`src/design/fpw_pkg.sv`:
```
// Shared types, constants and the channel packing function for the
// framebuffer pixel writer. No dependencies; every other design file imports it.
`default_nettype none

package fpw_pkg;

  localparam int COORD_BITS_DEF = 16;
  localparam int ADDR_W         = 32;
  localparam int WORD_W         = 32;
  localparam int COLOUR_W       = 24;
  localparam int CHAN_W         = 8;
  localparam int DIM_W          = 14;
  localparam int PITCH_W        = 16;
  localparam int LAYOUT_W       = 9;
  localparam int MODE_W         = 2;
  localparam int POS_W          = 5;
  localparam int SIZE_W         = 4;
  localparam int CFG_IDX_W      = 3;
  localparam int CFG_DATA_W     = 32;

  typedef enum logic [MODE_W-1:0] {
    MODE_OFF   = 2'd0,
    MODE_RGB24 = 2'd1,
    MODE_RGB32 = 2'd2
  } pixel_mode_e;

  typedef enum logic [CFG_IDX_W-1:0] {
    CFG_PIXEL_MODE     = 3'd0,
    CFG_FB_BASE        = 3'd1,
    CFG_LINE_PITCH     = 3'd2,
    CFG_SURFACE_WIDTH  = 3'd3,
    CFG_SURFACE_HEIGHT = 3'd4,
    CFG_RED_LAYOUT     = 3'd5,
    CFG_GREEN_LAYOUT   = 3'd6,
    CFG_BLUE_LAYOUT    = 3'd7
  } cfg_reg_e;

  localparam logic [LAYOUT_W-1:0] RED_LAYOUT_RST   = 9'd272;
  localparam logic [LAYOUT_W-1:0] GREEN_LAYOUT_RST = 9'd264;
  localparam logic [LAYOUT_W-1:0] BLUE_LAYOUT_RST  = 9'd256;

  typedef struct packed {
    logic [MODE_W-1:0]   pixel_mode;
    logic [ADDR_W-1:0]   fb_base;
    logic [PITCH_W-1:0]  line_pitch;
    logic [DIM_W-1:0]    surface_width;
    logic [DIM_W-1:0]    surface_height;
    logic [LAYOUT_W-1:0] red_layout;
    logic [LAYOUT_W-1:0] green_layout;
    logic [LAYOUT_W-1:0] blue_layout;
  } cfg_t;

  // Keeps the top 'size' bits of the channel (size saturates at the channel
  // width) and places them at bit 'pos'; bits pushed past the word are lost.
  function automatic logic [WORD_W-1:0] pack_channel(input logic [CHAN_W-1:0]   chan,
                                                     input logic [LAYOUT_W-1:0] layout);
    logic [POS_W-1:0]  pos;
    logic [SIZE_W-1:0] size;
    logic [SIZE_W-1:0] drop;
    logic [CHAN_W-1:0] kept;
    pos  = layout[POS_W-1:0];
    size = layout[LAYOUT_W-1:POS_W];
    if (size > SIZE_W'(CHAN_W)) size = SIZE_W'(CHAN_W);
    drop = SIZE_W'(CHAN_W) - size;
    kept = chan >> drop;
    return WORD_W'(kept) << pos;
  endfunction

endpackage

`default_nettype wire

```
`src/design/fpw_req_if.sv`:
```
// Request channel of the pixel writer: valid/ready plus position and colour.
// Depends on fpw_pkg for widths.
`default_nettype none

interface fpw_req_if #(
  parameter int COORD_BITS = fpw_pkg::COORD_BITS_DEF
) ();
  import fpw_pkg::*;

  logic                         valid;
  logic                         ready;
  logic signed [COORD_BITS-1:0] pos_x;
  logic signed [COORD_BITS-1:0] pos_y;
  logic [COLOUR_W-1:0]          rgb_colour;

  modport source (output valid, pos_x, pos_y, rgb_colour, input ready);
  modport sink   (input valid, pos_x, pos_y, rgb_colour, output ready);
endinterface

`default_nettype wire

```
`src/design/fpw_wr_if.sv`:
```
// Memory write channel of the pixel writer: valid/ready plus address, data, size.
// Depends on fpw_pkg for widths.
`default_nettype none

interface fpw_wr_if ();
  import fpw_pkg::*;

  logic              valid;
  logic              ready;
  logic [ADDR_W-1:0] byte_address;
  logic [WORD_W-1:0] pixel_word;
  logic              four_bytes;

  modport source (output valid, byte_address, pixel_word, four_bytes, input ready);
  modport sink   (input valid, byte_address, pixel_word, four_bytes, output ready);
endinterface

`default_nettype wire

```
`src/design/fpw_cfg_regs.sv`:
```
// Configuration register file of the pixel writer, written through a plain
// index/data port. Depends on fpw_pkg.
`default_nettype none

module fpw_cfg_regs (
  input  logic                            clk,
  input  logic                            rst,
  input  logic                            cfg_we,
  input  logic [fpw_pkg::CFG_IDX_W-1:0]   cfg_index,
  input  logic [fpw_pkg::CFG_DATA_W-1:0]  cfg_data,
  output fpw_pkg::cfg_t                   cfg
);
  import fpw_pkg::*;

  always_ff @(posedge clk) begin
    if (rst) begin
      cfg.pixel_mode     <= MODE_OFF;
      cfg.fb_base        <= '0;
      cfg.line_pitch     <= '0;
      cfg.surface_width  <= '0;
      cfg.surface_height <= '0;
      cfg.red_layout     <= RED_LAYOUT_RST;
      cfg.green_layout   <= GREEN_LAYOUT_RST;
      cfg.blue_layout    <= BLUE_LAYOUT_RST;
    end else if (cfg_we) begin
      case (cfg_index)
        CFG_PIXEL_MODE:     cfg.pixel_mode     <= cfg_data[MODE_W-1:0];
        CFG_FB_BASE:        cfg.fb_base        <= cfg_data[ADDR_W-1:0];
        CFG_LINE_PITCH:     cfg.line_pitch     <= cfg_data[PITCH_W-1:0];
        CFG_SURFACE_WIDTH:  cfg.surface_width  <= cfg_data[DIM_W-1:0];
        CFG_SURFACE_HEIGHT: cfg.surface_height <= cfg_data[DIM_W-1:0];
        CFG_RED_LAYOUT:     cfg.red_layout     <= cfg_data[LAYOUT_W-1:0];
        CFG_GREEN_LAYOUT:   cfg.green_layout   <= cfg_data[LAYOUT_W-1:0];
        CFG_BLUE_LAYOUT:    cfg.blue_layout    <= cfg_data[LAYOUT_W-1:0];
        default: ;
      endcase
    end
  end

endmodule

`default_nettype wire

```
`src/design/fpw_pixel_calc.sv`:
```
// Combinational pixel datapath: clipping, byte address and pixel packing.
// Depends on fpw_pkg; sits between the request and result registers.
`default_nettype none

module fpw_pixel_calc #(
  parameter int COORD_BITS = fpw_pkg::COORD_BITS_DEF
) (
  input  fpw_pkg::cfg_t                    cfg,
  input  logic signed [COORD_BITS-1:0]     pos_x,
  input  logic signed [COORD_BITS-1:0]     pos_y,
  input  logic [fpw_pkg::COLOUR_W-1:0]     rgb_colour,
  output logic                             keep,
  output logic [fpw_pkg::ADDR_W-1:0]       byte_address,
  output logic [fpw_pkg::WORD_W-1:0]       pixel_word,
  output logic                             four_bytes
);
  import fpw_pkg::*;

  localparam int CMP_W  = (COORD_BITS > DIM_W) ? COORD_BITS : DIM_W;
  localparam int PROD_W = COORD_BITS + PITCH_W;

  logic              mode_on;
  logic              negative;
  logic              in_bounds;
  logic [PROD_W-1:0] row_offset;
  logic [ADDR_W-1:0] x_addr;
  logic [ADDR_W-1:0] col_offset;

  assign mode_on    = (cfg.pixel_mode == MODE_RGB24) || (cfg.pixel_mode == MODE_RGB32);
  assign four_bytes = (cfg.pixel_mode == MODE_RGB32);
  assign negative   = pos_x[COORD_BITS-1] | pos_y[COORD_BITS-1];
  assign in_bounds  = (CMP_W'($unsigned(pos_x)) < CMP_W'(cfg.surface_width)) &&
                      (CMP_W'($unsigned(pos_y)) < CMP_W'(cfg.surface_height));
  assign keep       = mode_on && !negative && in_bounds;

  // Only the low address bits matter, so everything wraps at the address width.
  assign row_offset   = $unsigned(pos_y) * cfg.line_pitch;
  assign x_addr       = ADDR_W'($unsigned(pos_x));
  assign col_offset   = four_bytes ? (x_addr << 2) : (x_addr + (x_addr << 1));
  assign byte_address = cfg.fb_base + ADDR_W'(row_offset) + col_offset;

  assign pixel_word = pack_channel(rgb_colour[3*CHAN_W-1:2*CHAN_W], cfg.red_layout)
                    | pack_channel(rgb_colour[2*CHAN_W-1:CHAN_W],   cfg.green_layout)
                    | pack_channel(rgb_colour[CHAN_W-1:0],          cfg.blue_layout);

endmodule

`default_nettype wire

```
`src/design/framebuffer_pixel_writer_core.sv`:
```
// Framebuffer pixel writer: one request register, one result register.
// Throughput: one request per cycle unless a stalled write holds a kept request in the
// request register, which refills in the cycle it empties.
// Clipped requests and requests in disabled mode leave no write.
// Reset (synchronous, active high) empties both stages and loads register defaults.
// Depends on fpw_pkg, fpw_req_if, fpw_wr_if, fpw_cfg_regs and fpw_pixel_calc.
`default_nettype none

module framebuffer_pixel_writer_core #(
  parameter int COORD_BITS = fpw_pkg::COORD_BITS_DEF
) (
  input  logic                           clk,
  input  logic                           rst,
  fpw_req_if.sink                        req,
  fpw_wr_if.source                       wr,
  input  logic                           cfg_we,
  input  logic [fpw_pkg::CFG_IDX_W-1:0]  cfg_index,
  input  logic [fpw_pkg::CFG_DATA_W-1:0] cfg_data
);
  import fpw_pkg::*;

  cfg_t                         cfg;

  logic                         s1_valid;
  logic signed [COORD_BITS-1:0] s1_x;
  logic signed [COORD_BITS-1:0] s1_y;
  logic [COLOUR_W-1:0]          s1_rgb;

  logic                         calc_keep;
  logic [ADDR_W-1:0]            calc_addr;
  logic [WORD_W-1:0]            calc_word;
  logic                         calc_four;

  logic                         out_valid;
  logic [ADDR_W-1:0]            out_addr;
  logic [WORD_W-1:0]            out_word;
  logic                         out_four;

  logic                         out_free;
  logic                         s1_adv;

  fpw_cfg_regs u_cfg_regs (
    .clk       (clk),
    .rst       (rst),
    .cfg_we    (cfg_we),
    .cfg_index (cfg_index),
    .cfg_data  (cfg_data),
    .cfg       (cfg)
  );

  fpw_pixel_calc #(
    .COORD_BITS (COORD_BITS)
  ) u_pixel_calc (
    .cfg          (cfg),
    .pos_x        (s1_x),
    .pos_y        (s1_y),
    .rgb_colour   (s1_rgb),
    .keep         (calc_keep),
    .byte_address (calc_addr),
    .pixel_word   (calc_word),
    .four_bytes   (calc_four)
  );

  // A dropped request leaves the first stage without needing the result register.
  assign out_free  = !out_valid || wr.ready;
  assign s1_adv    = s1_valid && (!calc_keep || out_free);
  assign req.ready = !s1_valid || s1_adv;

  always_ff @(posedge clk) begin
    if (rst) begin
      s1_valid <= 1'b0;
    end else if (req.ready) begin
      s1_valid <= req.valid;
    end
  end

  always_ff @(posedge clk) begin
    if (req.valid && req.ready) begin
      s1_x   <= req.pos_x;
      s1_y   <= req.pos_y;
      s1_rgb <= req.rgb_colour;
    end
  end

  always_ff @(posedge clk) begin
    if (rst) begin
      out_valid <= 1'b0;
    end else if (out_free) begin
      out_valid <= s1_valid && calc_keep;
    end
  end

  always_ff @(posedge clk) begin
    if (out_free && s1_valid && calc_keep) begin
      out_addr <= calc_addr;
      out_word <= calc_word;
      out_four <= calc_four;
    end
  end

  assign wr.valid        = out_valid;
  assign wr.byte_address = out_addr;
  assign wr.pixel_word   = out_word;
  assign wr.four_bytes   = out_four;

`ifndef SYNTH
  a_kept_reaches_output: assert property (@(posedge clk) disable iff (rst)
    (s1_adv && calc_keep) |=> out_valid)
    else $error("kept request did not reach the result register");

  a_no_overwrite_on_stall: assert property (@(posedge clk) disable iff (rst)
    (out_valid && !wr.ready) |-> !(s1_adv && calc_keep))
    else $error("stalled result would be overwritten");

  a_accept_needs_room: assert property (@(posedge clk) disable iff (rst)
    (req.valid && req.ready) |-> (!s1_valid || s1_adv))
    else $error("request accepted while the first stage is held");
`endif

endmodule

`default_nettype wire

```
`src/flat_wrapper.sv`:
```
// flat-port wrapper written by rule: the top's interface ports become plain ports
module framebuffer_pixel_writer_core_flat import fpw_pkg::*;
#(
  parameter int COORD_BITS = fpw_pkg::COORD_BITS_DEF
)
  (clk, rst, cfg_we, cfg_index, cfg_data, req_valid, req_pos_x, req_pos_y, req_rgb_colour, req_ready, wr_valid, wr_byte_address, wr_pixel_word, wr_four_bytes, wr_ready);
  fpw_req_if #(.COORD_BITS(COORD_BITS)) req_i ();
  fpw_wr_if wr_i ();
  input  logic clk;
  input  logic rst;
  input  logic cfg_we;
  input  logic [fpw_pkg::CFG_IDX_W-1:0] cfg_index;
  input  logic [fpw_pkg::CFG_DATA_W-1:0] cfg_data;
  input wire logic [$bits(req_i.valid)-1:0] req_valid;
  input wire logic [$bits(req_i.pos_x)-1:0] req_pos_x;
  input wire logic [$bits(req_i.pos_y)-1:0] req_pos_y;
  input wire logic [$bits(req_i.rgb_colour)-1:0] req_rgb_colour;
  output wire logic [$bits(req_i.ready)-1:0] req_ready;
  output wire logic [$bits(wr_i.valid)-1:0] wr_valid;
  output wire logic [$bits(wr_i.byte_address)-1:0] wr_byte_address;
  output wire logic [$bits(wr_i.pixel_word)-1:0] wr_pixel_word;
  output wire logic [$bits(wr_i.four_bytes)-1:0] wr_four_bytes;
  input wire logic [$bits(wr_i.ready)-1:0] wr_ready;
  assign req_i.valid = req_valid;
  assign req_i.pos_x = req_pos_x;
  assign req_i.pos_y = req_pos_y;
  assign req_i.rgb_colour = req_rgb_colour;
  assign req_ready = req_i.ready;
  assign wr_valid = wr_i.valid;
  assign wr_byte_address = wr_i.byte_address;
  assign wr_pixel_word = wr_i.pixel_word;
  assign wr_four_bytes = wr_i.four_bytes;
  assign wr_i.ready = wr_ready;
  framebuffer_pixel_writer_core #(.COORD_BITS(COORD_BITS)) u_core (.clk(clk), .rst(rst), .req(req_i), .wr(wr_i), .cfg_we(cfg_we), .cfg_index(cfg_index), .cfg_data(cfg_data));
endmodule
```
`config.mk`:
```
export PLATFORM = sky130hd
export DESIGN_NAME = framebuffer_pixel_writer_core_flat
export DESIGN_NICKNAME = d
export VERILOG_FILES = /design/src/design/fpw_pkg.sv /design/src/design/fpw_req_if.sv /design/src/design/fpw_wr_if.sv /design/src/design/fpw_cfg_regs.sv /design/src/design/fpw_pixel_calc.sv /design/src/design/framebuffer_pixel_writer_core.sv /design/src/flat_wrapper.sv
export SDC_FILE = /design/constraint.sdc
export NUM_CORES = 1
export LEC_CHECK = 0
export BUFFER_PORTS_ARGS = -buffer_cell sky130_fd_sc_hd__clkbuf_2
export CAP_MARGIN = 15
export CORE_MARGIN = 8
export CORE_UTILIZATION = 45
export DETAILED_ROUTE_END_ITERATION = 12
export GPL_TIMING_DRIVEN = 0
export HOLD_SLACK_MARGIN = 0.02
export PLACE_DENSITY = 0.66
export SLEW_MARGIN = 25
export SYNTH_ARGS = -nofsm -noshare
export SYNTH_HDL_FRONTEND = slang
export SYNTH_SLANG_ARGS = --single-unit
```
`constraint.sdc`:
```
create_clock -name clk -period 8.47 [get_ports clk]
set_clock_uncertainty 0.05 [all_clocks]
set_input_delay 1.694 -clock clk [delete_from_list [all_inputs] [get_ports clk]]
set_output_delay 1.694 -clock clk [all_outputs]
set_load 0.02 [all_outputs]
```
==> flow_summary.ini, run 1 <==
[sta]
report.final.setup_viol = 0
min_period_ns = 8.14
relSlewSlack_pct = 37.8
tightest_slew_ns = 0.930
holdWs_ns = 0.406
setup_ws_ns = 0.329
hold_viol = 0
slew_viol_final = 0
max_freq_mhz = 123
finalCritPeriodShare_pct = 96.1

[logic_synthesis]
synth_area_um2 = 22000
synth_edf_count = 121
synth.distinct_cells = 87
ys_ff_latch = 228
ys_seq_area_share_pct = 26.2
synth_warnings = 0
synth_cells = 2427
syn-mean-instance-area_um2 = 9.07
async_flop_share_pct = 0
synth_fp_nets = 2912
synth-main-ff-cell = edfxtp_1

[placement]
place_area_um2 = 23700
io_buffers = 157
gp_congestion = 0.953
preCtsSetupSlack_ns = -0.563
dp_hpwl_um = 54200

[worst_hold_path]
holdCritStartpoint = u_core.u_cfg_regs.cfg[31]
worst_hold_path.num_cells = 2
whs_endpoint = u_core.u_cfg_regs.cfg[31]
hold_class = reg -> reg

[clocking]
cts_root_buf = clkbuf_16
cts.htree.levels = 1
cts_tree = yes
cts.path.max_buffers = 3
cts_hold_buf = 0
post-cts-setup-buffers = 0
clk_latency_ns = 0.59
cts.sinks = 228
numCtsBuffers = 29
path_clk_slew_ns = 0.06

[pwr]
p_leak_nw = 10.4
power.share.clock_pct = 38.1
pwr-share-seq_pct = 35.0
comb_power_share_pct = 26.9
intPower_mw = 2.49
power.density_nw_per_um2 = 148
sw_frac_of_total_pct = 32.0
p_switching_mw = 1.17
ir_worst_vdd_uv = 149

[floorplanning]
die_w_um = 237
die_area_um2 = 56300
dieHeight_um = 237
core-area_um2 = 48600
rows = 81
io_pins = 163
initial_core_util_pct = 45.3

[route]
ant_nets = 0
vias_per_cell = 5.62
vias = 18400
initialDrtViolationCount = 1439
drtPass1Iterations = 6
drc = 0
wire_per_inst_um = 20.9
routed_wl_um = 68300

[global_routing]
grt_pass1_vias = 18600
grt_max_degree = 36
use_met1_pct = 33.6
antenna_found_initial = 6
grt_pass1_wl_um = 107000
grt_overflow = 0
met2_usage_pct = 36.3
top_usage_layer = met2
grt_use_total_pct = 24.0
grt.met3_usage_pct = 5.79

[finish]
drive_gt1_share_pct = 10.6
final_nets = 3104
final_common_cell = nand2_1
final_cell_mix = 448 x nand2_1, 353 x inv_1, 244 x fa_1
multi_input_area_um2 = 14500
area_delta_synth_final_pct = 12.6
final_area_um2 = 24800
n_fill_cell = 4598
ff_latch_area_um2 = 5780

[outcome]
status = finished clean

[flow_run]
drv_cap = 0

[critical_path]
crit_path_end_kind = register
ff2ff_setup_slack_ns = 0.33
critPathLaunchType = register
r2r-end = u_core.wr.byte_address[31]
crit_path_start = u_core.s1_x[1]
crit_required_ns = 8.83
rr_worst_depth = 25
worstSetupPathType = reg -> reg
reg2reg_from = u_core.s1_x[1]
path_max_fanout = 6
worstPathArrival_ns = 8.50
[per-stage QoR]
stage	TNS (ns)	power (mW)	util (%)	cells
after floorplan	0	1.98	-	2427
after CTS	0	3.68	50.9	3264
final	0	3.66	51.0	3267
after detailed placement	-1.77	2.27	48.7	3210
after global routing	-0.0406	3.87	51.0	3267
after global placement	-1.01	2.25	48.5	3206
[synthesized netlist by cell type, types with 10 or more instances]
cell        n  area share [%]
a21o_1     12            0.41
o211ai_1   20            0.68
o21a_1     14            0.48
mux4_2     14             1.4
nor3_1     27            0.61
o21ai_0    57             1.3
dfxtp_1   107             9.7
nor2b_1    20            0.57
a21oi_1   158             3.6
nor2_1     77             1.3
nand3_1    32            0.73
fa_1      244              22
nand2b_1   23            0.65
and3_1     10            0.28
o221ai_1   13            0.52
nand2_1   448             7.6
inv_1     353             6.0
xor2_1     12            0.48
xnor2_1    25            0.99
edfxtp_1  121              16
mux2i_1    32             1.5
clkbuf_1   93             1.6
a211oi_1   25            0.85
and2_1    118             3.4
ha_1      145             8.2
[critical path, cell delays in order, from the launching register on]
cell and delay (ns):
edfxtp_1 0.50, ha_1 0.36, a211o_1 0.36, a2111oi_2 0.45, o31ai_1 0.20, o211a_1 0.25, o21ai_0 0.15, nand2b_1 0.10
xnor2_1 0.13, o21ai_0 0.38, fa_1 0.55, fa_1 0.52, inv_1 0.05, fa_1 0.48, fa_1 0.50, fa_1 0.48
inv_1 0.04, ha_1 0.38, nand2_1 0.10, or3_1 0.36, o221a_2 0.27, o21ai_2 0.19, o211ai_1 0.30, o211ai_1 0.41
a2111oi_0 0.17, nor3b_1 0.22
[power groups by stage]
stage	Sequential [mW]	Combinational [mW]	Clock, mW
final	1.28	0.984	1.39
after global placement	1.30	0.952	0
after global routing	1.28	1.11	1.47
after floorplan	1.27	0.707	0
after CTS	1.28	0.982	1.42
after detailed placement	1.30	0.969	0
[per-layer routing]
metal / up-vias / wire length [µm]
met5: - / 41
met4: 6 / 2150
met3: 115 / 5530
met2: 676 / 29900
met1: 9137 / 30600
li1: 8435 / -
[repair_timing]
| item | 4_1_cts | 5_1_grt |
|---|---|---|
| gates resized for setup | 7 | 5 |
| endpoints found under the setup margin | 7 | 3 |
| hold endpoints to repair | 0 | 0 |
[flip-flops by register name, summed over array words and instances, names as in the netlist]
signal                  count
u_core.u_cfg_regs.cfg     105
u_core.wr.byte_address     32
u_core.wr.pixel_word       32
u_core.s1_rgb              24
u_core.s1_x                16
u_core.s1_y                16
u_core.s1_valid             1
u_core.wr.four_bytes        1
u_core.wr.valid             1
[final cells by class]
| type | instances | area share (%) |
|---|---|---|
| multi-input cells | 1733 | 58.5 |
| flip-flops and latches | 228 | 23.3 |
| inverters | 359 | 5.44 |
| repair buffers | 161 | 3.55 |
| well taps | 622 | 3.14 |
| clock buffers | 34 | 3.00 |
| plain buffers | 107 | 1.74 |
| clock inverters | 20 | 1.30 |
| diodes | 3 | 0.0303 |
[kinds of logic (layout without fill, tap and decap cells)]
kind of cell | Yosys count | in the layout | share of synthesized area [%]
simple gates | 818 | 818 | 17.3
buf+inv | 466 | 681 | 8.09
compound gates | 433 | 433 | 13.0
fa+ha+maj | 389 | 389 | 30.4
flops | 228 | 228 | 26.2
mux | 55 | 55 | 3.48
xor+xnor | 38 | 38 | 1.55
other cells | 0 | 3 | 0
[how the worst max path moves through the flow]
stage	end	slack (ns)	cells past startpoint
floorplan	u_core.wr.byte_address[30]	1.32	27
global placement	u_core.wr.byte_address[31]	-0.44	24
detailed placement	u_core.wr.byte_address[31]	-0.56	26
CTS	u_core.wr.byte_address[30]	0.20	25
global route	u_core.wr.byte_address[31]	-0.03	25
finish	u_core.wr.byte_address[31]	0.33	25
(Power assumes the default switching activity.)
==> inputs of run 2 (changes only) <==
Settings changed: CORE_ASPECT_RATIO set to 0.6, RECOVER_POWER set to 100.
==> flow_summary.ini, run 2 (synthesis results as in run 1) <==
[sta]
hold_viol = 0
slew_viol_final = 85
max_freq_mhz = 123
min_period_ns = 8.16
tightest_slew_ns = 2.36
relSlewSlack_pct = -57.5
report.final.setup_viol = 0
finalCritPeriodShare_pct = 96.3

[global_routing]
grt_max_degree = 40
antenna_found_initial = 4
grt_use_total_pct = 25.5
grt_pass1_vias = 18000
grt_overflow = 0
grt_pass1_wl_um = 111000

[clocking]
cts.htree.levels = 1
cts_tree = yes
cts.path.max_buffers = 3
path_clk_slew_ns = 0.07
numCtsBuffers = 26
clk_latency_ns = 0.60
cts_root_buf = clkbuf_16
cts_hold_buf = 0
cts.sinks = 228

[finish]
top_register = u_core.u_cfg_regs.cfg
stdcell_count = 3281
final_nets = 3103
final_cell_mix = 448 x nand2_1, 353 x inv_1, 244 x fa_1
largest_reg_flops = 105
final_util_pct = 50.8
drive_gt1_share_pct = 7.35
area_delta_synth_final_pct = 10.9
final_common_cell = nand2_1
final_area_um2 = 24400

[placement]
place_area_um2 = 23700
dp_hpwl_um = 60400
io_buffers = 157
place_inst = 3228
gp_congestion = 0.990

[pwr]
p_leak_nw = 10.1
power.density_nw_per_um2 = 143
ir_worst_vdd_uv = 152

[critical_path]
critPathLaunchType = register
worstPathArrival_ns = 8.45
crit_required_ns = 8.76
cpMostUsedCell = fa_1
crit_path_end_kind = register
worstSetupPathType = reg -> reg
crit_path_top_delay_cell = o21ai_0
path_max_fanout = 5
cpPeakStageDelay_ns = 0.66

[floorplanning]
die_w_um = 302
dieHeight_um = 187
core-area_um2 = 48100
io_pins = 163
initial_core_util_pct = 45.8
rows = 62
die_area_um2 = 56500

[route]
routed_wl_um = 73300
vias = 18400
ant_nets = 0
drc = 0
wire_per_inst_um = 22.3
vias_per_cell = 5.62
drtPass1Iterations = 5
initialDrtViolationCount = 2040

[flow_run]
drv_cap = 3

[outcome]
violations = max-capacitance violations, max-slew violations
status = finished, violations left

[worst_hold_path]
hold_class = reg -> reg
run 2: cell count changes in the layout (fill, tap and decap cells not counted), sizes merged:
cell and change:
clkinvlp +3, clkbuf +2, inv +1, bufinv -7
clkinv +1, buf -4
run 2: cell type report:
| class | count | area (µm²) |
|---|---|---|
| inverter | 359 | 1350 |
| timing repair buffer | 163 | 721 |
| clock inverter | 18 | 170 |
| clock buffer | 30 | 676 |
| buffer | 107 | 423 |
| fill | 4604 | 23700 |
| sequential | 228 | 5780 |
| multi-input combinational | 1733 | 14500 |
| antenna | 3 | 7.51 |
| tap | 640 | 801 |
run 2: stage by stage:
| stage | hold slack (ns) | power [mW] | worst slack (ns) | TNS [ns] |
|---|---|---|---|---|
| floorplan | 0.386 | 1.98 | 1.32 | 0 |
| global placement | 0.395 | 2.31 | -0.583 | -1.91 |
| CTS | 0.406 | 3.49 | 0.0267 | 0 |
| finish | 0.405 | 3.49 | 0.310 | 0 |
| detailed placement | 0.397 | 2.34 | -0.944 | -4.87 |
| global route | 0.421 | 3.68 | -0.0410 | -0.0602 |
run 2: critical path: cells and delay by family, from the launching register on:
family,cells,cell delay (ns)
adder cells (fa/ha/maj),8,3.57
flip-flops,1,0.45
AND/OR/NAND/NOR,4,0.45
AO/OA/AOI/OAI,10,3.05
XOR/XNOR,1,0.15
buffers and inverters,3,0.17
run 2: layer usage:
metal	vias up	part of all wire, %	global-route usage [%]
met4	2	1.7	4.49
met3	76	13	9.07
li1	8445	-	-
met1	9047	49	40.7
met5	-	0.018	0
met2	874	37	32.2
run 2: power breakdown:
group	switching (mW)	internal (mW)	leakage [nW]
logic	0.663	0.401	7.62
clock network	0.530	0.616	0.407
registers	0.0550	1.22	2.03
total	1.25	2.24	10.1
run 2: timing repair:
| action | 4_1_cts | 5_1_grt |
|---|---|---|
| pin swaps | 0 | 2 |
| setup buffers | 0 | 2 |
| resized for setup | 9 | 10 |
| setup endpoints to repair | 11 | 7 |
run 2: worst paths after layout:
path	startpoint	end	slack, ns	cells after the start
max	u_core.s1_x[1]	u_core.wr.byte_address[31]	0.31	26
min	u_core.u_cfg_regs.cfg[101]	u_core.u_cfg_regs.cfg[101]	0.41	2
max reg2reg	u_core.s1_x[1]	u_core.wr.byte_address[31]	0.31	26
min reg2reg	u_core.u_cfg_regs.cfg[101]	u_core.u_cfg_regs.cfg[101]	0.41	2
